<file path="src/rtl/hashed_credential_table_assert.svh">
// Assertion macros for the credential table: clocked checks with and without reset gating.
`ifndef HASHED_CREDENTIAL_TABLE_ASSERT_SVH
`define HASHED_CREDENTIAL_TABLE_ASSERT_SVH

`ifndef SYNTHESIS
// Check on every clock edge outside reset.
`define HCT_ASSERT(lbl, prop, msg) \
    lbl: assert property (@(posedge clk) disable iff (!rst_n) prop) \
        else $error(msg);
// Check on every clock edge, reset included.
`define HCT_ASSERT_ALWAYS(lbl, prop, msg) \
    lbl: assert property (@(posedge clk) prop) \
        else $error(msg);
`else
`define HCT_ASSERT(lbl, prop, msg)
`define HCT_ASSERT_ALWAYS(lbl, prop, msg)
`endif

`endif

</file>
<file path="src/rtl/hct_pkg.sv">
// Shared types and constants of the hashed credential table.
`timescale 1ns / 1ps
package hct_pkg;

    localparam int ENTRIES_DEF    = 8;
    localparam int NAME_BYTES_DEF = 24;

    localparam logic [31:0] FNV_BASIS = 32'h811C_9DC5;
    localparam logic [31:0] FNV_PRIME = 32'h0100_0193;

    localparam logic [1:0] OP_ADD  = 2'd0;
    localparam logic [1:0] OP_AUTH = 2'd1;
    localparam logic [1:0] OP_READ = 2'd2;

    localparam logic PART_NAME = 1'b0;
    localparam logic PART_PASS = 1'b1;

    typedef struct packed {
        logic [1:0] op;
        logic       part;
        logic [7:0] char_byte;
        logic       new_admin;
        logic [2:0] entry_index;
    } item_t;

    typedef struct packed {
        logic        ok;
        logic [3:0]  entry_count;
        logic [31:0] entry_hash;
        logic        entry_admin;
    } result_t;

    // One name character handed to the name store.
    typedef struct packed {
        logic       take;
        logic       restart;
        logic [7:0] ch;
    } name_cmd_t;

endpackage

</file>
<file path="src/rtl/hct_name_cam.sv">
// Name store: one row per character position, compared across all entries in parallel.
`timescale 1ns / 1ps
module hct_name_cam #(
    parameter int  ENTRIES    = hct_pkg::ENTRIES_DEF,
    parameter int  NAME_BYTES = hct_pkg::NAME_BYTES_DEF,
    localparam int CNT_W      = $clog2(ENTRIES + 1),
    localparam int IDX_W      = (ENTRIES > 1) ? $clog2(ENTRIES) : 1
) (
    input  logic              clk,
    input  logic              rst_n,
    input  hct_pkg::name_cmd_t cmd,
    input  logic [CNT_W-1:0]  count,
    output logic              found,
    output logic [IDX_W-1:0]  first_idx
);
    import hct_pkg::*;

    localparam int POS_W = $clog2(NAME_BYTES + 1);
    localparam int ROW_W = $clog2(NAME_BYTES);

    logic [ENTRIES-1:0][7:0] name_mem [NAME_BYTES];
    logic [ENTRIES-1:0][7:0] rd_reg;

    logic [POS_W-1:0]   pos_reg, pos_next, p_eff;
    logic               in_range, mem_we;
    logic [ROW_W-1:0]   row;
    logic [7:0]         wbyte;
    logic [IDX_W-1:0]   slot;

    logic               cmp_valid_reg, cmp_restart_reg, cmp_over_reg;
    logic [7:0]         cmp_ch_reg;
    logic [ENTRIES-1:0] flags_reg, flags_next, mask, neq, hit;

    always_comb
    begin
        p_eff    = cmd.restart ? '0 : pos_reg;
        in_range = (p_eff < POS_W'(NAME_BYTES));
        row      = p_eff[ROW_W-1:0];
        slot     = count[IDX_W-1:0];
        // truncate: a byte written at the last position is always the terminator
        wbyte    = (p_eff == POS_W'(NAME_BYTES - 1)) ? 8'h00 : cmd.ch;
        mem_we   = cmd.take && in_range && (count < CNT_W'(ENTRIES));
        pos_next = pos_reg;
        if (cmd.take)
        begin
            if (in_range && (cmd.ch != 8'h00))
                pos_next = p_eff + POS_W'(1);
            else
                pos_next = p_eff;
        end
    end

    always_ff @(posedge clk)
    begin
        if (mem_we)
            name_mem[row][slot] <= wbyte;
        if (cmd.take && in_range)
            rd_reg <= name_mem[row];
        cmp_ch_reg <= cmd.ch;
    end

    always_comb
    begin
        for (int i = 0; i < ENTRIES; i++)
        begin
            mask[i] = (CNT_W'(i) < count);
            neq[i]  = (rd_reg[i] != cmp_ch_reg);
        end
        flags_next = flags_reg;
        if (cmp_valid_reg)
        begin
            if (cmp_over_reg)
                flags_next = '0;
            else
                flags_next = (cmp_restart_reg ? '1 : flags_reg) & ~(mask & neq);
        end
        hit       = flags_reg & mask;
        found     = |hit;
        first_idx = '0;
        for (int i = ENTRIES - 1; i >= 0; i--)
        begin
            if (hit[i])
                first_idx = IDX_W'(i);
        end
    end

    always_ff @(posedge clk or negedge rst_n)
    begin
        if (!rst_n)
        begin
            pos_reg         <= '0;
            cmp_valid_reg   <= 1'b0;
            cmp_restart_reg <= 1'b0;
            cmp_over_reg    <= 1'b0;
            flags_reg       <= '1;
        end
        else
        begin
            pos_reg         <= pos_next;
            cmp_valid_reg   <= cmd.take;
            cmp_restart_reg <= cmd.restart;
            cmp_over_reg    <= !in_range;
            flags_reg       <= flags_next;
        end
    end

endmodule

</file>
<file path="src/rtl/hashed_credential_table.sv">
// Top level of the hashed credential table: request sequencer, hash store and result register.
`timescale 1ns / 1ps
`include "hashed_credential_table_assert.svh"
// Usage
//   Input words arrive on in_valid / in_stall / in_word; a word is taken on a rising
//   edge with in_valid high and in_stall low. Result words leave on out_valid /
//   out_stall / out_word in the same way. cfg_we with cfg_wdata sets store_enabled.
//   An add or authenticate request is a stream of words: name characters, a NUL,
//   password characters, a NUL. Name and password characters are taken one per
//   cycle while in_stall is low; each name character reads one row of the name
//   memory and is compared against all entries in the following cycle. The
//   password hash uses one constant multiply per character.
//   The closing password NUL goes to S_LOOKUP (pick the first matching entry,
//   read its hash), then S_DECIDE (compare, load the result register), with
//   in_stall high in both. A read word reads the hash memory as it is taken, then
//   loads the result in S_READ. A result is visible the cycle after it is loaded.
//   While out_stall holds a result, a further result waits in its state and
//   in_stall stays high; words that give no result keep flowing.
//   Reset clears the account count, the request state and store_enabled; the
//   name and hash memories are not cleared.
module hashed_credential_table #(
    parameter int ENTRIES    = hct_pkg::ENTRIES_DEF,
    parameter int NAME_BYTES = hct_pkg::NAME_BYTES_DEF
) (
    input  logic             clk,
    input  logic             rst_n,
    input  logic             in_valid,
    output logic             in_stall,
    input  hct_pkg::item_t   in_word,
    output logic             out_valid,
    input  logic             out_stall,
    output hct_pkg::result_t out_word,
    input  logic             cfg_we,
    input  logic             cfg_wdata
);
    import hct_pkg::*;

    localparam int CNT_W = $clog2(ENTRIES + 1);
    localparam int IDX_W = (ENTRIES > 1) ? $clog2(ENTRIES) : 1;
    localparam int CMP_W = (CNT_W > 3) ? CNT_W : 3;

    typedef enum logic [3:0] {
        S_RUN    = 4'b0001,
        S_READ   = 4'b0010,
        S_LOOKUP = 4'b0100,
        S_DECIDE = 4'b1000
    } state_t;

    typedef enum logic [2:0] {
        PH_IDLE = 3'b001,
        PH_NAME = 3'b010,
        PH_PASS = 3'b100
    } phase_t;

    state_t     state_reg, state_next;
    phase_t     phase_reg, phase_next;
    logic [31:0] hash_reg, hash_next;
    logic [CNT_W-1:0] count_reg, count_next;
    logic       enabled_reg;
    logic [1:0] end_op_reg, end_op_next;
    logic       end_adm_reg, end_adm_next;
    logic       add_ok_reg, add_ok_next;
    logic       found_reg, found_next;
    logic [2:0] read_idx_reg, read_idx_next;
    logic       out_valid_reg, out_valid_next;
    result_t    out_word_reg, out_word_next;
    logic [IDX_W-1:0] raddr_reg, raddr_next;

    // hash store: {hash, admin} per entry
    logic [32:0] hash_mem [ENTRIES];
    logic [32:0] hash_rd_reg;
    logic        hash_we;
    logic        add_ok;

    logic        accept, slot_free, found;
    logic [IDX_W-1:0] first_idx;
    name_cmd_t   cmd;

    hct_name_cam #(
        .ENTRIES    (ENTRIES),
        .NAME_BYTES (NAME_BYTES)
    ) u_cam (
        .clk       (clk),
        .rst_n     (rst_n),
        .cmd       (cmd),
        .count     (count_reg),
        .found     (found),
        .first_idx (first_idx)
    );

    // Only the streaming state takes input words.
    assign in_stall  = (state_reg != S_RUN);
    assign accept    = in_valid && !in_stall;
    assign slot_free = !out_valid_reg || !out_stall;
    assign out_valid = out_valid_reg;
    assign out_word  = out_word_reg;

    always_comb
    begin
        state_next     = state_reg;
        phase_next     = phase_reg;
        hash_next      = hash_reg;
        count_next     = count_reg;
        end_op_next    = end_op_reg;
        end_adm_next   = end_adm_reg;
        add_ok_next    = add_ok_reg;
        found_next     = found_reg;
        read_idx_next  = read_idx_reg;
        raddr_next     = raddr_reg;
        out_valid_next = out_valid_reg && out_stall;
        out_word_next  = out_word_reg;
        cmd            = '0;
        hash_we        = 1'b0;
        add_ok         = enabled_reg && (count_reg < CNT_W'(ENTRIES)) && !found;

        case (state_reg)
            S_RUN:
            begin
                if (accept)
                begin
                    case (in_word.op)
                        OP_READ:
                        begin
                            read_idx_next = in_word.entry_index;
                            raddr_next    = IDX_W'(in_word.entry_index);
                            state_next    = S_READ;
                        end
                        OP_ADD, OP_AUTH:
                        begin
                            if (in_word.part == PART_NAME)
                            begin
                                // a name character outside the name phase opens a new request
                                cmd.take    = 1'b1;
                                cmd.restart = (phase_reg != PH_NAME);
                                cmd.ch      = in_word.char_byte;
                                if (phase_reg != PH_NAME)
                                    hash_next = FNV_BASIS;
                                phase_next = (in_word.char_byte == 8'h00) ? PH_PASS : PH_NAME;
                            end
                            else if (phase_reg == PH_PASS)
                            begin
                                if (in_word.char_byte != 8'h00)
                                    hash_next = (hash_reg ^ {24'h0, in_word.char_byte})
                                                * FNV_PRIME;
                                else
                                begin
                                    end_op_next  = in_word.op;
                                    end_adm_next = in_word.new_admin;
                                    state_next   = S_LOOKUP;
                                end
                            end
                        end
                        default:
                        begin
                        end
                    endcase
                end
            end
            S_LOOKUP:
            begin
                // match flags are final here; fetch the first match's hash
                raddr_next  = first_idx;
                found_next  = found;
                add_ok_next = add_ok;
                if ((end_op_reg == OP_ADD) && add_ok)
                begin
                    hash_we    = 1'b1;
                    count_next = count_reg + CNT_W'(1);
                end
                state_next = S_DECIDE;
            end
            S_DECIDE:
            begin
                if (slot_free)
                begin
                    out_valid_next           = 1'b1;
                    out_word_next.ok         = (end_op_reg == OP_ADD) ? add_ok_reg :
                                               (enabled_reg && found_reg &&
                                                (hash_rd_reg[32:1] == hash_reg));
                    out_word_next.entry_count = 4'(count_reg);
                    out_word_next.entry_hash  = '0;
                    out_word_next.entry_admin = 1'b0;
                    hash_next                 = FNV_BASIS;
                    phase_next                = PH_IDLE;
                    state_next                = S_RUN;
                end
            end
            S_READ:
            begin
                if (slot_free)
                begin
                    out_valid_next            = 1'b1;
                    out_word_next.ok          = (CMP_W'(read_idx_reg) < CMP_W'(count_reg));
                    out_word_next.entry_count = 4'(count_reg);
                    out_word_next.entry_hash  = out_word_next.ok ? hash_rd_reg[32:1] : '0;
                    out_word_next.entry_admin = out_word_next.ok && hash_rd_reg[0];
                    state_next                = S_RUN;
                end
            end
            default:
            begin
                state_next = S_RUN;
            end
        endcase
    end

    always_ff @(posedge clk)
    begin
        if (hash_we)
            hash_mem[count_reg[IDX_W-1:0]] <= {hash_reg, end_adm_reg};
        hash_rd_reg  <= hash_mem[raddr_next];
        raddr_reg    <= raddr_next;
        end_op_reg   <= end_op_next;
        end_adm_reg  <= end_adm_next;
        add_ok_reg   <= add_ok_next;
        found_reg    <= found_next;
        read_idx_reg <= read_idx_next;
        out_word_reg <= out_word_next;
    end

    always_ff @(posedge clk or negedge rst_n)
    begin
        if (!rst_n)
        begin
            state_reg     <= S_RUN;
            phase_reg     <= PH_IDLE;
            hash_reg      <= FNV_BASIS;
            count_reg     <= '0;
            enabled_reg   <= 1'b0;
            out_valid_reg <= 1'b0;
        end
        else
        begin
            state_reg     <= state_next;
            phase_reg     <= phase_next;
            hash_reg      <= hash_next;
            count_reg     <= count_next;
            out_valid_reg <= out_valid_next;
            if (cfg_we)
                enabled_reg <= cfg_wdata;
        end
    end

    `HCT_ASSERT(a_count_bound, count_reg <= CNT_W'(ENTRIES), "account count above capacity")
    `HCT_ASSERT(a_count_only_on_add, state_reg != S_LOOKUP |=> $stable(count_reg), "count moved outside lookup")
    `HCT_ASSERT(a_lookup_then_decide, state_reg == S_LOOKUP |=> state_reg == S_DECIDE, "lookup not followed by decide")
    `HCT_ASSERT(a_read_taken, in_valid && !in_stall && in_word.op == OP_READ |=> state_reg == S_READ, "read word not serviced")

endmodule

</file>
<file path="config.mk">
export PLATFORM = sky130hd
export DESIGN_NAME = hashed_credential_table
export DESIGN_NICKNAME = d
export VERILOG_FILES = /design/src/rtl/hct_pkg.sv /design/src/rtl/hct_name_cam.sv /design/src/rtl/hashed_credential_table.sv
export VERILOG_INCLUDE_DIRS = /design/src /design/src/rtl
export SDC_FILE = /design/constraint.sdc
export NUM_CORES = 2
export LEC_CHECK = 0
export BUFFER_PORTS_ARGS = -buffer_cell sky130_fd_sc_hd__buf_2
export CORE_MARGIN = 2
export CORE_UTILIZATION = 43
export CTS_CLUSTER_SIZE = 20
export DETAILED_ROUTE_END_ITERATION = 10
export GPL_ROUTABILITY_DRIVEN = 0
export GPL_TIMING_DRIVEN = 0
export SETUP_SLACK_MARGIN = 0.1
export SKIP_CTS_REPAIR_TIMING = 1
export SLEW_MARGIN = 20
export SYNTH_ARGS = -nofsm -noshare
export SYNTH_HDL_FRONTEND = slang
export SYNTH_SLANG_ARGS = --single-unit
</file>
<file path="constraint.sdc">
create_clock -name clk -period 8.23 [get_ports clk]
set_input_delay 0.823 -clock clk [delete_from_list [all_inputs] [get_ports clk]]
set_output_delay 0.823 -clock clk [all_outputs]
set_load 0.02 [all_outputs]
</file>
==> out/metrics.yaml <==
min_path:
  hp-class: "input port to flip-flop"
pwr:
  finalPower_mw: 41.3
  power.density_nw_per_um2: 437
  p_comb_share_pct: 49.0
  ir_worst_vdd_v: 0.000951
  p_seq_share_pct: 29.3
  switching_share_pct: 41.2
  total_leakage_power_nw: 31.6
  power.net_switching_mw: 17.0
  p_int_mw: 24.3
  clkPwrFrac_pct: 21.7
global_route:
  met2_usage_pct: 39.5
  antenna_found_initial: 15
  overflow: 0
  use_met3_pct: 7.00
  track_usage_pct: 26.7
  grt.busiest_layer: "met2"
  grtUsageMet1_pct: 37.2
  grt_max_degree: 72
  grt_pass1_wl_mm: 373
  grt_pass1_vias: 49565
synth:
  synth_flop_cell: "edfxtp_1"
  syn_inst: 5550
  syn-num-nets: 5838
  yosysWarnings: 0
  synth.area.top_cells: "edfxtp_1 69%, nand2_1 3.2%, mux2i_1 3.0%, ha_1 2.9%, o221ai_1 2.2%"
  synth_top_cell_by_area: "edfxtp_1"
  seq_area_frac_synth_pct: 71.7
  synth_area_um2: 83400
  synth-seq-cells: 2015
  synthArstFlopShare_pct: 3.03
  synth_edf_count: 1910
  yosysUniqueCellTypes: 73
  synth_top_area_share_pct: 68.8
  synth_area_per_cell_um2: 15.0
layout:
  design_area_um2: 94300
  fill_cells: 16367
  multiInputGateArea_um2: 21700
  final_common_cell: "edfxtp_1"
  largest_reg_flops: 1536
  final-seq-area_um2: 59800
  final_cell_mix: "1910 x edfxtp_1, 701 x nand2_1, 284 x nor2_1"
  layout.nets: 6150
  area_growth_pct: 13.1
  drive_gt1_share_pct: 11.7
clocking:
  clock_path_buffers: 3
  cts_sinks: 2015
  clk_pin_slew_ps: 60
  numCtsBuffers: 202
  cts-root-buf: "clkbuf_16"
  cts_htree_levels: 4
  cts_tree: "yes"
  clkLatencyLatePin_ps: 870
floorplan:
  pin_count: 61
  rows: 161
  die-area_um2: 197000
  start_util_pct: 43.3
  core_um2: 193000
  dieHeight_um: 444
  die-width_um: 444
worst_setup_path:
  path_class: "flip-flop to flip-flop"
  crit_path_end_kind: "flip-flop"
  required_ps: 8850
  start_kind: "flip-flop"
  cp_data_arrival_time_ps: 7920
  path_max_fanout: 58
detailed_routing:
  dr.pass1.iters: 6
  drtAntennaViolNets: 0
  wl_mm: 268
  wl_per_cell_um: 31.3
  vias: 51878
  drc_errors: 0
  drtIter0Drc: 6783
  viasPerCell: 6.06
sta:
  rsz0062_at_grt: "false"
  slew_viol_final: 0
  slew_headroom_pct: 10.5
  hold_viol_final: 0
  tns_ps: 0
  max_freq_ghz: 0.137
  setup_viol: 0
  min_period_ps: 7300
  whs_ps: 227
  fin_skew_ps: 76.5
  tightest_slew_ps: 1340
  finalCritPeriodShare_pct: 88.7
placement:
  io_buffer_count: 60
  dp_hpwl_mm: 185
  placed_area_um2: 87900
flow_run:
  cap_violations: 0
outcome:
  status: "completed"
-- critical path: stages (launching register included) --
cell	delay [ps]
dfrtp_1	380
buf_6	140
nor4b_4	560
inv_2	160
or4_1	570
inv_2	290
nand2_4	150
nand2_2	420
inv_1	170
clkbuf_1	450
clkbuf_2	530
ha_1	350
clkbuf_1	210
nand2_1	340
clkbuf_2	720
and3_4	610
buf_16	300
buf_12	260
buf_12	280
-- through the flow --
stage / utilization, % / std cells / setup WS, ps
6_report: 49.0 / 8565 / 927
3_3_place_gp: 45.1 / 8136 / -4260
3_5_place_dp: 45.6 / 8183 / 1120
5_1_grt: 49.0 / 8562 / 901
4_1_cts: 48.9 / 8556 / 1060
2_1_floorplan: - / 5550 / 1830
-- synthesized netlist by cell type, types with 5 or more instances --
cell type     n
ha_1        193
nor2_1      298
nand2b_1     11
inv_2         6
buf_1        14
fa_1         74
and3_1       47
nand2_1     701
xor2_1       81
a22o_1        8
a311oi_1     33
mux4_2       64
and2_1       49
o22a_1        7
nor3b_1       5
clkbuf_1    201
nor4_1       69
o221ai_1    208
o21ai_0     130
a211oi_1     12
a31o_2       34
a31oi_1      10
mux2i_1     248
edfxtp_1   1910
dfxtp_1      44
o21a_1       12
buf_4        10
a21o_1       15
mux2_2       39
buf_2        83
nand4_1      56
nor3_1       25
dfstp_2      24
or3_1         6
dfrtp_1      37
o22ai_1      80
a21oi_1     247
nand3_1     147
inv_1       178
xnor2_1      73
-- path summary, 6_finish.rpt --
| path | startpoint | end | slack, ps | depth (start not counted) |
|---|---|---|---|---|
| worst min-delay path | cfg_wdata | enabled_reg$_DFFE_PN0P_ | 230 | 2 |
| min in group asynchronous | rst_n | u_cam.pos_reg[4]$_DFFE_PN0P_ | 400 | 2 |
| worst max register to register | state_reg[3]$_DFFE_PN0P_ | u_cam.name_mem[3][48]$_DFFE_PP_ | 930 | 18 |
| max in group asynchronous | rst_n | hash_reg[20]$_DFFE_PN1P_ | 7100 | 3 |
| worst min register to register | count_reg[3]$_DFFE_PN0P_ | out_word[36]$_DFFE_PP_ | 460 | 0 |
| worst max-delay path | state_reg[3]$_DFFE_PN0P_ | u_cam.name_mem[3][48]$_DFFE_PP_ | 930 | 18 |
-- area by class of cell --
class                   count  share of cell area (%)
clock buffers             277                    5.85
well taps                2526                    3.35
multi-input cells        3037                    23.0
clock inverters            96                   0.890
inverters                 184                   0.732
plain buffers             314                    1.45
flip-flops and latches   2015                    63.4
repair buffers            108                    1.32
diodes                      8                  0.0212
-- power by group through the flow --
stage,clock network (mW),logic (mW),registers (mW)
detailed placement,0,20.0,12.3
global placement,0,20.0,12.3
floorplan,0,14.6,12.0
CTS,8.97,20.2,12.1
finish,8.94,20.2,12.1
global route,9.37,22.8,12.1
-- per-layer routing --
| layer | vias up | routed length, um |
|---|---|---|
| met1 | 26333 | 106000 |
| li1 | 21713 | - |
| met3 | 573 | 31400 |
| met4 | 16 | 13700 |
| met2 | 3243 | 117000 |
| met5 | - | 170 |
-- cell families (layout without fill, tap and decap cells) --
group / count (synthesis) / count (layout) / share of synthesized area, %
XOR/XNOR: 154 / 154 / 1.62
multiplexers: 351 / 351 / 5.23
AND/OR/NAND/NOR: 1439 / 1439 / 7.67
other: 0 / 8 / 0
buffers and inverters: 498 / 979 / 2.44
flip-flops: 2015 / 2015 / 71.7
adder cells (fa/ha/maj): 267 / 267 / 4.67
AO/OA/AOI/OAI: 826 / 826 / 6.64
(Power assumes the default switching activity.)
